`src/rtl/lprf_pkg.sv`:
```
// ----------------------------------------------------------------------------
// lprf_pkg
// Constants, codes and controller/datapath interface types of the record FIFO.
// ----------------------------------------------------------------------------
package lprf_pkg;

	localparam int CAP_BYTES    = 1024;
	localparam int MAX_RECORD   = 64;
	localparam int HEADER_BYTES = 4;

	localparam int ADDR_W     = $clog2(CAP_BYTES);
	localparam int CNT_W      = ADDR_W + 1;
	localparam int LEN_W      = 7;
	localparam int BYTE_W     = 8;
	localparam int OP_W       = 3;
	localparam int ST_W       = 3;
	localparam int HDR_W      = 8 * HEADER_BYTES;
	localparam int HDR_IDX_W  = $clog2(HEADER_BYTES);

	localparam int IN_FIELDS_W  = BYTE_W + LEN_W;
	localparam int IN_TDATA_W   = ((IN_FIELDS_W + 7) / 8) * 8;
	localparam int OUT_FIELDS_W = BYTE_W + LEN_W + 2 * CNT_W;
	localparam int OUT_TDATA_W  = ((OUT_FIELDS_W + 7) / 8) * 8;
	localparam int OUT_PAD_W    = OUT_TDATA_W - OUT_FIELDS_W;

	localparam logic [OP_W-1:0] OP_APPEND = 3'd0;
	localparam logic [OP_W-1:0] OP_COMMIT = 3'd1;
	localparam logic [OP_W-1:0] OP_READ   = 3'd2;
	localparam logic [OP_W-1:0] OP_PEEK   = 3'd3;
	localparam logic [OP_W-1:0] OP_RESET  = 3'd4;

	localparam logic [ST_W-1:0] ST_COMMITTED = 3'd0;
	localparam logic [ST_W-1:0] ST_REJECTED  = 3'd1;
	localparam logic [ST_W-1:0] ST_BODY      = 3'd2;
	localparam logic [ST_W-1:0] ST_EMPTY     = 3'd3;
	localparam logic [ST_W-1:0] ST_DROPPED   = 3'd4;
	localparam logic [ST_W-1:0] ST_PEEK      = 3'd5;
	localparam logic [ST_W-1:0] ST_RESET     = 3'd6;
	localparam logic [ST_W-1:0] ST_ZERO_LEN  = 3'd7;

	typedef struct packed {
		logic            do_append;
		logic            commit_eval;
		logic            ring_clr;
		logic            cap_load;
		logic            idx_clr;
		logic            idx_inc;
		logic            hdr_wr;
		logic            wc_adv;
		logic            hdr_cap;
		logic            rc_adv;
		logic            body_base;
		logic            rd_body;
		logic            res_load;
		logic            res_len_hdr;
		logic            body_load;
		logic [ST_W-1:0] res_status;
	} cmd_t;

	typedef struct packed {
		logic used_lt_hdr;
		logic commit_ok;
		logic hdr_ok;
		logic oversize;
		logic zero_len;
		logic idx_zero;
		logic idx_hdr_end;
		logic idx_hdr_done;
		logic body_last;
		logic out_free;
	} stat_t;

endpackage

```
`src/rtl/lprf_ctrl.sv`:
```
// ----------------------------------------------------------------------------
// lprf_ctrl
// Sequencer for commit, header read, body delivery and single-beat results.
// ----------------------------------------------------------------------------
module lprf_ctrl (
	input  logic                       clk,
	input  logic                       arst_n,
	input  logic                       in_valid,
	output logic                       in_ready,
	input  logic [lprf_pkg::OP_W-1:0]  in_op,
	input  lprf_pkg::stat_t            stat,
	output lprf_pkg::cmd_t             cmd
);

	localparam logic [2:0] S_IDLE      = 3'd0;
	localparam logic [2:0] S_COMMIT    = 3'd1;
	localparam logic [2:0] S_HDR_WR    = 3'd2;
	localparam logic [2:0] S_HDR_RD    = 3'd3;
	localparam logic [2:0] S_HDR_EVAL  = 3'd4;
	localparam logic [2:0] S_BODY_ADDR = 3'd5;
	localparam logic [2:0] S_BODY_DATA = 3'd6;
	localparam logic [2:0] S_EMIT      = 3'd7;

	logic [2:0]                state_q, state_d;
	logic                      peek_q, peek_d;
	logic [lprf_pkg::ST_W-1:0] pend_status_q, pend_status_d;
	logic                      pend_hdr_q, pend_hdr_d;

	always_comb begin
		cmd           = '0;
		state_d       = state_q;
		peek_d        = peek_q;
		pend_status_d = pend_status_q;
		pend_hdr_d    = pend_hdr_q;
		in_ready      = state_q == S_IDLE;
		unique case (state_q)
			S_IDLE: begin
				if (in_valid) begin
					unique case (in_op)
						lprf_pkg::OP_APPEND: begin
							cmd.do_append = 1'b1;
						end
						lprf_pkg::OP_COMMIT: begin
							state_d = S_COMMIT;
						end
						lprf_pkg::OP_READ, lprf_pkg::OP_PEEK: begin
							cmd.cap_load = 1'b1;
							cmd.idx_clr  = 1'b1;
							peek_d       = in_op == lprf_pkg::OP_PEEK;
							if (stat.used_lt_hdr) begin
								pend_status_d = (in_op == lprf_pkg::OP_PEEK) ?
									lprf_pkg::ST_PEEK : lprf_pkg::ST_EMPTY;
								pend_hdr_d    = 1'b0;
								state_d       = S_EMIT;
							end else begin
								state_d = S_HDR_RD;
							end
						end
						lprf_pkg::OP_RESET: begin
							cmd.ring_clr  = 1'b1;
							pend_status_d = lprf_pkg::ST_RESET;
							pend_hdr_d    = 1'b0;
							state_d       = S_EMIT;
						end
						default: begin
						end
					endcase
				end
			end
			S_COMMIT: begin
				cmd.commit_eval = 1'b1;
				cmd.idx_clr     = 1'b1;
				if (stat.commit_ok) begin
					state_d = S_HDR_WR;
				end else begin
					pend_status_d = lprf_pkg::ST_REJECTED;
					pend_hdr_d    = 1'b0;
					state_d       = S_EMIT;
				end
			end
			S_HDR_WR: begin
				cmd.hdr_wr  = 1'b1;
				cmd.idx_inc = 1'b1;
				if (stat.idx_hdr_end) begin
					cmd.wc_adv    = 1'b1;
					pend_status_d = lprf_pkg::ST_COMMITTED;
					pend_hdr_d    = 1'b0;
					state_d       = S_EMIT;
				end
			end
			S_HDR_RD: begin
				cmd.hdr_cap = !stat.idx_zero;
				if (stat.idx_hdr_done) begin
					state_d = S_HDR_EVAL;
				end else begin
					cmd.idx_inc = 1'b1;
				end
			end
			S_HDR_EVAL: begin
				if (peek_q) begin
					pend_status_d = lprf_pkg::ST_PEEK;
					pend_hdr_d    = stat.hdr_ok;
					state_d       = S_EMIT;
				end else if (!stat.hdr_ok) begin
					pend_status_d = lprf_pkg::ST_EMPTY;
					pend_hdr_d    = 1'b0;
					state_d       = S_EMIT;
				end else begin
					cmd.rc_adv    = 1'b1;
					cmd.body_base = 1'b1;
					cmd.idx_clr   = 1'b1;
					if (stat.oversize) begin
						pend_status_d = lprf_pkg::ST_DROPPED;
						pend_hdr_d    = 1'b1;
						state_d       = S_EMIT;
					end else if (stat.zero_len) begin
						pend_status_d = lprf_pkg::ST_ZERO_LEN;
						pend_hdr_d    = 1'b0;
						state_d       = S_EMIT;
					end else begin
						state_d = S_BODY_ADDR;
					end
				end
			end
			S_BODY_ADDR: begin
				cmd.rd_body = 1'b1;
				state_d     = S_BODY_DATA;
			end
			S_BODY_DATA: begin
				cmd.rd_body = 1'b1;
				if (stat.out_free) begin
					cmd.body_load = 1'b1;
					cmd.idx_inc   = 1'b1;
					state_d       = stat.body_last ? S_IDLE : S_BODY_ADDR;
				end
			end
			S_EMIT: begin
				if (stat.out_free) begin
					cmd.res_load    = 1'b1;
					cmd.res_status  = pend_status_q;
					cmd.res_len_hdr = pend_hdr_q;
					state_d         = S_IDLE;
				end
			end
		endcase
	end

	always_ff @(posedge clk or negedge arst_n) begin
		if (!arst_n) begin
			state_q       <= S_IDLE;
			peek_q        <= 1'b0;
			pend_status_q <= lprf_pkg::ST_COMMITTED;
			pend_hdr_q    <= 1'b0;
		end else begin
			state_q       <= state_d;
			peek_q        <= peek_d;
			pend_status_q <= pend_status_d;
			pend_hdr_q    <= pend_hdr_d;
		end
	end

endmodule

```
`config.mk`:
```
export PLATFORM = sky130hd
export DESIGN_NAME = lprf_ctrl
export DESIGN_NICKNAME = d
export VERILOG_FILES = /design/src/rtl/lprf_pkg.sv /design/src/rtl/lprf_ctrl.sv
export SDC_FILE = /design/constraint.sdc
export NUM_CORES = 1
export LEC_CHECK = 0
export BUFFER_PORTS_ARGS = -buffer_cell sky130_fd_sc_hd__buf_2
export CAP_MARGIN = 10
export CORE_AREA = 5 5 48 50
export CTS_CLUSTER_DIAMETER = 60
export DETAILED_ROUTE_END_ITERATION = 16
export DIE_AREA = 0 0 53 55
export PLACE_DENSITY_LB_ADDON = 0.12
export SLEW_MARGIN = 40
export SYNTH_ARGS = -nofsm -noshare
export SYNTH_HDL_FRONTEND = slang
export SYNTH_SLANG_ARGS = --single-unit
```
`constraint.sdc`:
```
create_clock -name clk -period 2.5 [get_ports clk]
set_clock_uncertainty 0.15 [all_clocks]
set_input_delay 0.375 -clock clk [delete_from_list [all_inputs] [get_ports clk]]
set_output_delay 0.375 -clock clk [all_outputs]
set_load 0.01 [all_outputs]
```
; Word-level counts from Yosys, hierarchy flattened
; Cells that the tools add are included.
[totals]
regBits = 8
inputBits = 16
elab_cells = 95
[op_classes]
n_eq_ne = 21
muxes = 61
reduce_logical = 9
[op_table]
columns = cell, n
row1 = $mux 3, 23
row2 = $pmux 3 s8, 1
row3 = $mux 1, 21
row4 = $mux 2, 9
row5 = $eq 3x3->1 const B, 5
row6 = $eq 3x2->1 const B, 4
row7 = $ne 2x2->1 const B, 6
row8 = $pmux 3 s4, 1
row9 = $pmux 3 s3, 1
row10 = $reduce_and 7->1, 1
row11 = $eq 3x1->1 const B, 2
row12 = $logic_not 3->1, 2
row13 = $pmux 1 s3, 2
row14 = $pmux 3 s2, 1
row15 = $reduce_and 6->1, 1
row16 = $ne 5x5->1 const B, 1
row17 = $ne 4x1->1 const B, 1
row18 = $pmux 1 s4, 1
row19 = $reduce_bool 4->1, 1
row20 = $reduce_or 2->1, 2
row21 = $ne 3x1->1 const B, 1
row22 = $ne 3x3->1 const B, 1
row23 = $reduce_and 3->1, 1
row24 = $pmux 1 s2, 1
row25 = $logic_not 1->1, 1

; Depth between registers and ports, before layout
; Gate-level depths: netlist (run 1).
[depth]
word_depth = 6
mapped_depth = 6
mapped_depth_nobuf = 5

; Worst setup path after synthesis (run 1)
; Ideal clock, no wire load.
[synth_timing]
kind = reg2out
from = reg state_q[1]
to = out cmd[13] in the netlist's numbering
arrival_ns = 1.373
required_time_ns = 1.975
path_slack_ns = 0.602
stages_incl_launch_ff = 6
path_buffers = 1
path_cell_list = dfrtp_1 > buf_2 > nor2_1 > nand2_1 > nor3b_1 > or3_1
[synth_lines]
columns = item, line_no
row1 = from (decl), lprf_ctrl.sv:24  ; logic [2:0] state_q, state_d;
row2 = from (signal assigned), lprf_ctrl.sv:155  ; state_q <= state_d;
row3 = to (decl), lprf_ctrl.sv:12  ; output lprf_pkg::cmd_t cmd

==> impl_results.md, run 1 <==
* Status: completed
* Fill cells at 202
* Worst Reg-to-Reg Cells at 4
* Die Wd at 53 um
* Mux share of post-synthesis cell area at 0.0833
* Post-synthesis compound-gate area fraction at 0.250
* CP arrival at 1.84 ns
* Post-route clock period utilization at 0.946
* Startpoint class of the critical path: register
* Worst-margin pin slew at 0.547 ns
* M2 GR Usage at 0.269
* Switching power at 0.000492 W
* Sequential element share of the synthesized area at 0.256
* Post-cts sizing count at 0
* Clock group share of total power at 0.091
* Setup repair after global routing missed its margin: false
* Die area at 2920 um2
* Net Sw Frac at 0.463
* FP Rows at 16
* Drt wl/cell at 12.9 um
* WL final at 2040 um
* ANT nets after route at 0
* Worst Path Class, Setup: reg -> out
* Fmax at 423 MHz
* Worst Path Max Fanout at 21
* Worst skew pair latency at 0.25 ns
* Internal at 0.000571 W
* Share of cells above drive strength 1 at 0.328
* Post-synth cell types at 40
* Met1 Usage GRT at 0.174
* Hold Path Stages at 2
* CTS tree: yes
* Max Root-Sink Buffers at 2
* First-iteration detailed-routing DRC count at 10
* Max H-tree Level at 1
* Vias in the first global route at 762
* Setup Viol. Count Final at 0
* Max rail drop VDD at 0.000563 V
* Max-slew violations at 0
* GRT overflow at 0
* Post-Synth Simple-Gate Area at 0.345
* Reg2Reg Setup Slack at 0.46 ns
* Syn_nets at 114
* GRT Overall Usage at 0.153
* Tmin final at 2.37 ns
* Vias at 832
* Initial antenna violation count at 0
* Setup_tns at 0 ns
* # nets final at 149
* First-pass GRT wire length at 3250 um
* Initial Util at 0.419
* CP Capture Type: primary output
* Worst Hold Class: in -> reg
* Clock transition at path regs at 0.05 ns
* Combinational family with the most area after synthesis: simple AND/OR/NAND/NOR gates
* Fin. Hold Viols at 0
* Worst EP required at 1.98 ns
* Syn_area_per_cell at 7.97 um2
* Post-Syn Area at 781 um2
* Drt via density at 5.27
* Root buf cell: clkbuf_4
* Leak at 0.508 nW
* Post-layout util at 0.534
* Num ports at 35
* Maxcap violations at 0
* Most common cell after layout, fill and taps aside: buf_2
* Synth Warn # at 0
* HPWL after DPL at 1590 um
* Clk sinks at 8
* Core ar. at 1860 um2
* Largest net degree at the start of global routing at 22
* Busiest layer in global routing: met2
* GPL Wtd Cong at 0.788
* Area Growth Syn to Fin at 27.2%
* Drt first pass iters at 4
* Sequential Power Share at 0.284
* N_diodes at 0
* Combinational Power Share at 0.625
* Worst slew margin at 0.635
* Synth Area in XOR/XNOR at 0.0112
* P per Cell Area at 1070 nW/um2
* DRC at 0
* I/O Buffers at 34
* Chip Height at 55 um
* M3 GR Usage at 0.0536
* Cell count after synthesis at 98
* TritonCTS Buffers at 3
* Yosys reg bits at 8
* Commonest cells after routing, fill and taps aside: 34 x buf_2, 10 x o21ai_0, 8 x nor2_1, 8 x dfrtp_1, 7 x and2_1
* Adder-cell share of the synthesized area at 0
[timing repair]
action | in CTS | in global routing
endpoints found under the hold margin | 8 | 0
buffers inserted | 0 | 0
hold buffers | 1 | 0
[cells by family (layout without fill, tap and decap cells)]
family | Yosys count | count (layout)
simple gates | 45 | 45
compound gates | 29 | 29
buf+inv | 9 | 42
flops | 8 | 8
mux | 6 | 6
xor+xnor | 1 | 1
[cells in the mapped netlist, drive strengths merged]
cell type  number  share of area
and3            4          0.032
nor3b           3          0.035
o21ba           1          0.013
a32oi           1          0.011
a21boi          1         0.0096
and2            7          0.056
a2bb2oi         1          0.011
nor4b           1          0.011
nor2b           4          0.032
nand2b          2          0.016
mux2            4          0.058
nand2           4          0.019
clkbuf          1         0.0048
a21o            1         0.0096
a32o            1          0.013
o21ai          10          0.064
nand3           5          0.038
nor3            2          0.013
nor2            8          0.038
o2bb2ai         1          0.011
buf             5          0.035
o21a            2          0.019
o211ai          2          0.019
o21bai          1         0.0096
dfrtp           8           0.26
inv             3          0.014
a211o           1          0.011
nand3b          2          0.019
o22ai           3          0.024
mux2i           2          0.026
o32ai           1          0.011
or3b            1          0.011
xor2            1          0.011
a21oi           2          0.013
or3             2          0.022
[per-layer routing]
| metal | vias up | part of all wire |
|---|---|---|
| li1 | 428 | - |
| met1 | 377 | 0.44 |
| met2 | 25 | 0.47 |
| met3 | 2 | 0.080 |
| met4 | 0 | 0.0098 |
| met5 | - | 0 |
[area by class of cell]
cell class                      instances  area, um2  area share
Clock buffer                            3       22.5      0.0227
Inverter                                3       11.3      0.0113
Multi-Input combinational cell         81        538       0.542
Sequential cell                         8        200       0.202
Tap cell                               27       33.8      0.0340
Timing Repair Buffer                   36        188       0.189
[power groups by stage]
stage	Sequential (W)	Clock, W	Combinational [W]
floorplan	0.000232	0	0.000558
global placement	0.000299	0	0.000663
global route	0.000315	0.000107	0.000743
finish	0.000303	0.0000967	0.000664
CTS	0.000301	0.000102	0.000674
detailed placement	0.000304	0	0.000669
[through the flow]
step | cell area, um2 | setup WS [ns] | power, W | cells | hold slack [ns]
global route | 993 | 0.00659 | 0.00117 | 158 | 0.213
floorplan | 781 | 0.602 | 0.000790 | 98 | -0.0706
finish | 993 | 0.135 | 0.00106 | 158 | 0.220
CTS | 993 | 0.132 | 0.00108 | 158 | 0.207
global placement | 961 | 0.463 | 0.000961 | 154 | 0.0714
detailed placement | 961 | 0.410 | 0.000973 | 154 | 0.0748
[flip-flops by register name (all words and copies together) (netlist names)]
signal         flops
peek_q             1
pend_hdr_q         1
pend_status_q      3
state_q            3
[worst paths after layout]
kind                                  from                to
worst max-delay path            state_q[2]           cmd[13]
worst min-delay path               stat[0]        state_q[2]
worst max register to register  state_q[0]  pend_status_q[2]
worst min register to register  pend_hdr_q        pend_hdr_q
max in group asynchronous           arst_n        state_q[0]
min in group asynchronous           arst_n  pend_status_q[2]
[worst max-delay path, stage by stage (launching register included)]
cell	delay, ns
dfrtp_1	0.68
or3_4	0.24
inv_1	0.07
nand3_1	0.11
inv_1	0.05
or3_1	0.29
buf_2	0.14
(Power assumes the default switching activity.)
==> run 2: changes to the inputs <==
- CELL_PAD_IN_SITES_DETAIL_PLACEMENT: unset -> 0
- CELL_PAD_IN_SITES_GLOBAL_PLACEMENT: unset -> 2
- CORE_AREA: 5 5 48 50 -> 5 5 61 63
- DIE_AREA: 0 0 53 55 -> 0 0 66 68
- GPL_ROUTABILITY_DRIVEN: unset -> 0
- clock period: 2.5 -> 2.84 ns (I/O delays scaled with it)
==> run 2 against run 1 <==
Sequential power decreased by 12%. First-iteration DRC count rose by 20%. Critical path depth unchanged. Register-to-register slack improved by 0.34 ns. Hold slack improved by 0.067 ns. Worst setup slack better by 0.32 ns. Clock-buffer cell count unchanged. Via count increased by 2.2%. Final cell count up 13%. Global-route usage decreased by 4.4 points. Critical endpoint unchanged. Highest routed layer is now met3.
==> impl_results.md, run 2 (synthesized netlist as in run 1, its figures left out) <==
* Status: completed
* Post-route clock period utilization at 0.839
* Setup slack after layout at 0.458 ns (+0.323 ns)
* Max stage delay cell, worst path: dfrtp_1
* Largest net degree at the start of global routing at 18 (-18%)
* Drt first pass iters at 4 (unchanged)
* Share of cells above drive strength 1 at 0.333 (+0.00509)
* # nets final at 150 (+0.67%)
* Critical-path cell list: or3_4 > inv_1 > nand3_1 > inv_1 > or3_1 > buf_2
* CP arrival at 1.81 ns (-0.03 ns)
* GRT Overall Usage at 0.109 (-0.0444)
* CP Capture Type: primary output
* WL final at 2290 um (+12%)
* Worst slew margin at 0.660 (+0.0249)
* Chip Height at 68 um (+24%)
* Num ports at 35 (unchanged)
* Max Root-Sink Buffers at 2 (unchanged)
* Most common cell after layout, fill and taps aside: buf_2
* Initial Util at 0.246 (-0.174)
* Worst skew pair latency at 0.25 ns (about the same)
* Leak at 0.513 nW (+0.94%)
* Die Wd at 66 um (+25%)
* GRT overflow at 0 (unchanged)
* Max H-tree Level at 1 (unchanged)
* Critical Path Max Stage Delay at 0.65 ns (-0.03 ns)
* N_diodes at 0 (unchanged)
* DRC at 0 (unchanged)
* Max-slew violations at 0 (unchanged)
* TritonCTS Buffers at 3 (unchanged)
* WP buf/inv at 3 (unchanged)
* Maxcap violations at 0 (unchanged)
* Setup repair after global routing missed its margin: false
* First-pass GRT wire length at 3770 um (+16%)
* CTS tree: yes
* Worst EP required at 2.26 ns (+0.28 ns)
* I/O Buffers at 34 (unchanged)
* Root buf cell: clkbuf_4
* FP Rows at 21 (+5)
* Largest registers: pend_status_q x3, state_q x3
* Top Family by Delay on Critical Path: flip-flops
* Worst Path Max Fanout at 17 (-19%)
* Fin. Hold Viols at 0 (unchanged)
* Worst-margin pin slew at 0.503 ns (-0.0444 ns)
* Layout Cells excl Fill at 178 (+13%)
* DP Worst Slack at 0.719 ns (+0.310 ns)
* Fmax at 420 MHz
* Vias at 850 (+2.2%)
* Vias in the first global route at 852 (+12%)
* ANT nets after route at 0 (unchanged)
* Initial antenna violation count at 0 (unchanged)
* Drt via density at 4.78 (-9.3%)
* HPWL after DPL at 1880 um (+18%)
* First-iteration detailed-routing DRC count at 12 (+2)
* Commonest cells after routing, fill and taps aside: 34 x buf_2, 10 x o21ai_0, 8 x nor2_1, 8 x dfrtp_1, 7 x and2_1
* Placed Cells at 174 (+13%)
* Max rail drop VDD at 0.000342 V (-39%)
* Core ar. at 3180 um2 (+71%)
* Area Growth Syn to Fin at 31.2%
* Drt wl/cell at 12.9 um (-0.25%)
* Cell mode on critical path: inv_1
* Setup_tns at 0 ns (unchanged)
* Post-layout util at 0.322 (-0.211)
* Worst Hold Class: in -> reg
* Die area at 4490 um2 (+54%)
* Clock transition at path regs at 0.05 ns (about the same)
* Design Power at 0.000952 W (-10%)
* Clk sinks at 8 (unchanged)
* Startpoint class of the critical path: register
* Setup Viol. Count Final at 0 (unchanged)
* Tmin final at 2.38 ns
* P per Cell Area at 929 nW/um2 (-13%)
* Worst Path Class, Setup: reg -> out
[run 2: worst register-to-register path, stage by stage (launching register included)]
cell,delay [ns]
dfrtp_1,0.56
or3_4,0.48
a211o_1,0.27
nand3_2,0.13
mux2_1,0.33
[run 2: metal layers]
layer	GRT usage	wire [um]
met5	0	0
met1	0.132	1020
met2	0.189	1080
met4	0.0152	0
met3	0.0411	188
[run 2: final cells by class]
| class | instances | area [um2] |
|---|---|---|
| Tap cell | 46 | 57.6 |
| Multi-Input combinational cell | 81 | 538 |
| Inverter | 3 | 11.3 |
| Sequential cell | 8 | 200 |
| Clock buffer | 3 | 22.5 |
| Fill cell | 380 | 2150 |
| Timing Repair Buffer | 37 | 195 |
[run 2: worst paths after layout]
| kind | startpoint | to | slack (ns) | depth (start not counted) |
|---|---|---|---|---|
| setup / recovery | state_q[0] | cmd[13] | 0.46 | 6 |
| hold / removal | stat[0] | state_q[2] | 0.29 | 2 |
| setup reg to reg | state_q[0] | pend_status_q[0] | 0.80 | 4 |
| hold reg to reg | pend_hdr_q | pend_hdr_q | 0.33 | 1 |
| max in group asynchronous | arst_n | pend_status_q[0] | 1.98 | 2 |
| min in group asynchronous | arst_n | pend_status_q[1] | 0.39 | 2 |
[run 2: stage by stage]
stage,hold WS [ns],cell area (um2)
5_1_grt,0.299,1020
3_5_place_dp,0.127,992
2_1_floorplan,-0.0196,781
4_1_cts,0.284,1020
3_3_place_gp,0.124,992
6_report,0.286,1020
[run 2: report_power, final]
group | switching, W | internal (W) | total, W
registers | 0.0000968 | 0.000169 | 0.000266
clock network | 0.0000352 | 0.0000481 | 0.0000833
logic | 0.000309 | 0.000295 | 0.000603
total | 0.000441 | 0.000512 | 0.000952
[run 2: repair_timing]
| item | CTS | global route |
|---|---|---|
| hold buffers | 1 | 0 |
| setup buffers | 0 | 0 |
| resized for setup | 0 | 0 |
| endpoints found under the hold margin | 8 | 0 |
| endpoints found under the setup margin | 0 | 0 |
==> run 3: changes to the inputs <==
- CORE_AREA: 5 5 61 63 -> 5 5 66 68
- DIE_AREA: 0 0 66 68 -> 0 0 71 73
- clock period: 2.84 -> 2.1 ns (I/O delays scaled with it)
==> run 3 against run 2 <==
Sequential share of layout area fell by 0.88 points. Largest cell class unchanged. Critical endpoint unchanged. First-iteration DRC count rose by 92%. Highest routed layer is now met4. Final cell count increased by 4.5%. Power increased by 49%. Worst setup slack got worse by 0.36 ns. Die area is 15% higher. Register-to-register slack lost 0.54 ns. Critical path depth decreased by 1. Global-route usage decreased by 1.3 points.
==> impl_results.md, run 3 (synthesized netlist as in run 1, its figures left out) <==
* Status: completed
* Share of cells above drive strength 1 at 0.368 (+0.0343)
* First-pass GRT wire length at 3970 um (+5.1%)
* Post-route clock period utilization at 0.953
* Die Wd at 71 um (+7.6%)
* CTS tree: yes
* I/O Buffers at 34 (unchanged)
* Clock transition at path regs at 0.04 ns (about the same)
* Max-slew violations at 0 (unchanged)
* Area Growth Syn to Fin at 38.3%
* Post-layout util at 0.284 (-0.0381)
* Worst slew margin at 0.799 (+0.139)
* DRC at 0 (unchanged)
* Initial Util at 0.206 (-0.0400)
* WL final at 2490 um (+8.7%)
* Clk sinks at 8 (unchanged)
* GRT Overall Usage at 0.0963 (-0.0127)
* Tmin final at 2.00 ns
* CP Capture Type: primary output
* Most common cell after layout, fill and taps aside: buf_2
* Root buf cell: clkbuf_8
* Startpoint class of the critical path: register
* Die area at 5180 um2 (+15%)
* Setup_tns at 0 ns (unchanged)
* Drt via density at 4.47 (-6.4%)
* ANT nets after route at 0 (unchanged)
* N_diodes at 0 (unchanged)
* Max Root-Sink Buffers at 2 (unchanged)
* Worst Hold Class: in -> reg
* Worst skew pair latency at 0.22 ns (-0.03 ns)
* Vias at 831 (-2.2%)
* Setup slack after layout at 0.0992 ns (-0.359 ns)
* Leak at 0.537 nW (+4.8%)
* Largest net degree at the start of global routing at 15 (-3)
* Setup repair after global routing missed its margin: false
* Max rail drop VDD at 0.000391 V (+14%)
* First-iteration detailed-routing DRC count at 23 (+11)
* TritonCTS Buffers at 3 (unchanged)
* Maxcap violations at 0 (unchanged)
* Drt first pass iters at 4 (unchanged)
* Worst EP required at 1.63 ns (-0.63 ns)
* Largest registers: pend_status_q x3, state_q x3
* Post-CTS Setup Inserts at 0 (unchanged)
* Fmax at 500 MHz
* Initial antenna violation count at 0 (unchanged)
* HP Start: stat[0]
* Fin. Hold Viols at 0 (unchanged)
* CP arrival at 1.54 ns (-0.27 ns)
* P per Cell Area at 1320 nW/um2 (+42%)
* Fill cells at 447 (+18%)
* GRT overflow at 0 (unchanged)
* Chip Height at 73 um (+7.4%)
* Reg2reg start: state_q[0]
* Max H-tree Level at 1 (unchanged)
* Worst-margin pin slew at 0.298 ns (-0.205 ns)
* # nets final at 154 (+2.7%)
* Num ports at 35 (unchanged)
* Worst Path Class, Setup: reg -> out
* Setup crit start: state_q[0]
* DP Worst Slack at 0.261 ns (-0.458 ns)
* Vias in the first global route at 843 (-1.1%)
* Core ar. at 3800 um2 (+19%)
* Commonest cells after routing, fill and taps aside: 34 x buf_2, 10 x o21ai_0, 8 x nor2_1
* Worst Path Max Fanout at 7 (-10)
* FP Rows at 23 (+9.5%)
* Setup Viol. Count Final at 0 (unchanged)
* Drt wl/cell at 13.4 um (+4.1%)
* HPWL after DPL at 2080 um (+11%)
run 3: cell count changes in the layout (fill, tap and decap cells not counted), sizes merged:
cell  delta
buf      +4
run 3: final timing paths:
check                                        end  slack (ns)  depth (start not counted)
min in group asynchronous       pend_status_q[0]        0.32                          2
worst min-delay path                  state_q[2]        0.20                          2
worst min register to register  pend_status_q[1]        0.33                          1
worst max register to register  pend_status_q[1]        0.26                          4
max in group asynchronous             state_q[2]        1.30                          2
worst max-delay path                     cmd[13]         0.1                          5
run 3: routing by layer:
metal	routed length, um	up-vias	GRT usage
met1	1180	374	0.124
li1	-	440	-
met3	102	2	0.0179
met2	1190	15	0.166
met4	12	0	0.0251
met5	0	-	0
run 3: worst max-delay path: stages (launching register included):
cell      delay (ns)
dfrtp_1         0.40
buf_4           0.17
nand2b_1        0.16
nor2_1          0.09
or3_1           0.36
buf_2           0.14
run 3: what timing repair did:
item / CTS / global route
endpoints found under the setup margin: 0 / 6
gates resized for setup: 0 / 2
endpoints found under the hold margin: 8 / 0
hold buffers: 1 / 0
run 3: power breakdown:
part,internal (W),switching (W),leakage [nW],total [W]
clock,0.000124,0.0000557,0.0216,0.000179
sequential,0.000233,0.0000631,0.0957,0.000296
combinational,0.000439,0.000509,0.420,0.000948
run 3: layout make-up:
cell class                      instances  area, um2  share of cell area
Multi-Input combinational cell         81        538               0.498
Clock buffer                            3       41.3              0.0382
Inverter                                3       11.3              0.0104
Sequential cell                         8        201               0.187
Timing Repair Buffer                   41        225               0.209
Tap cell                               50       62.6              0.0579
run 3: stage by stage:
step | cells | power [W] | instance area, um2 | hold slack, ns
2_1_floorplan | 98 | 0.000941 | 781 | -0.131
3_3_place_gp | 182 | 0.00126 | 1030 | 0.0200
3_5_place_dp | 182 | 0.00125 | 1030 | 0.0202
4_1_cts | 186 | 0.00144 | 1080 | 0.206
5_1_grt | 186 | 0.00157 | 1080 | 0.206
6_report | 186 | 0.00142 | 1080 | 0.200
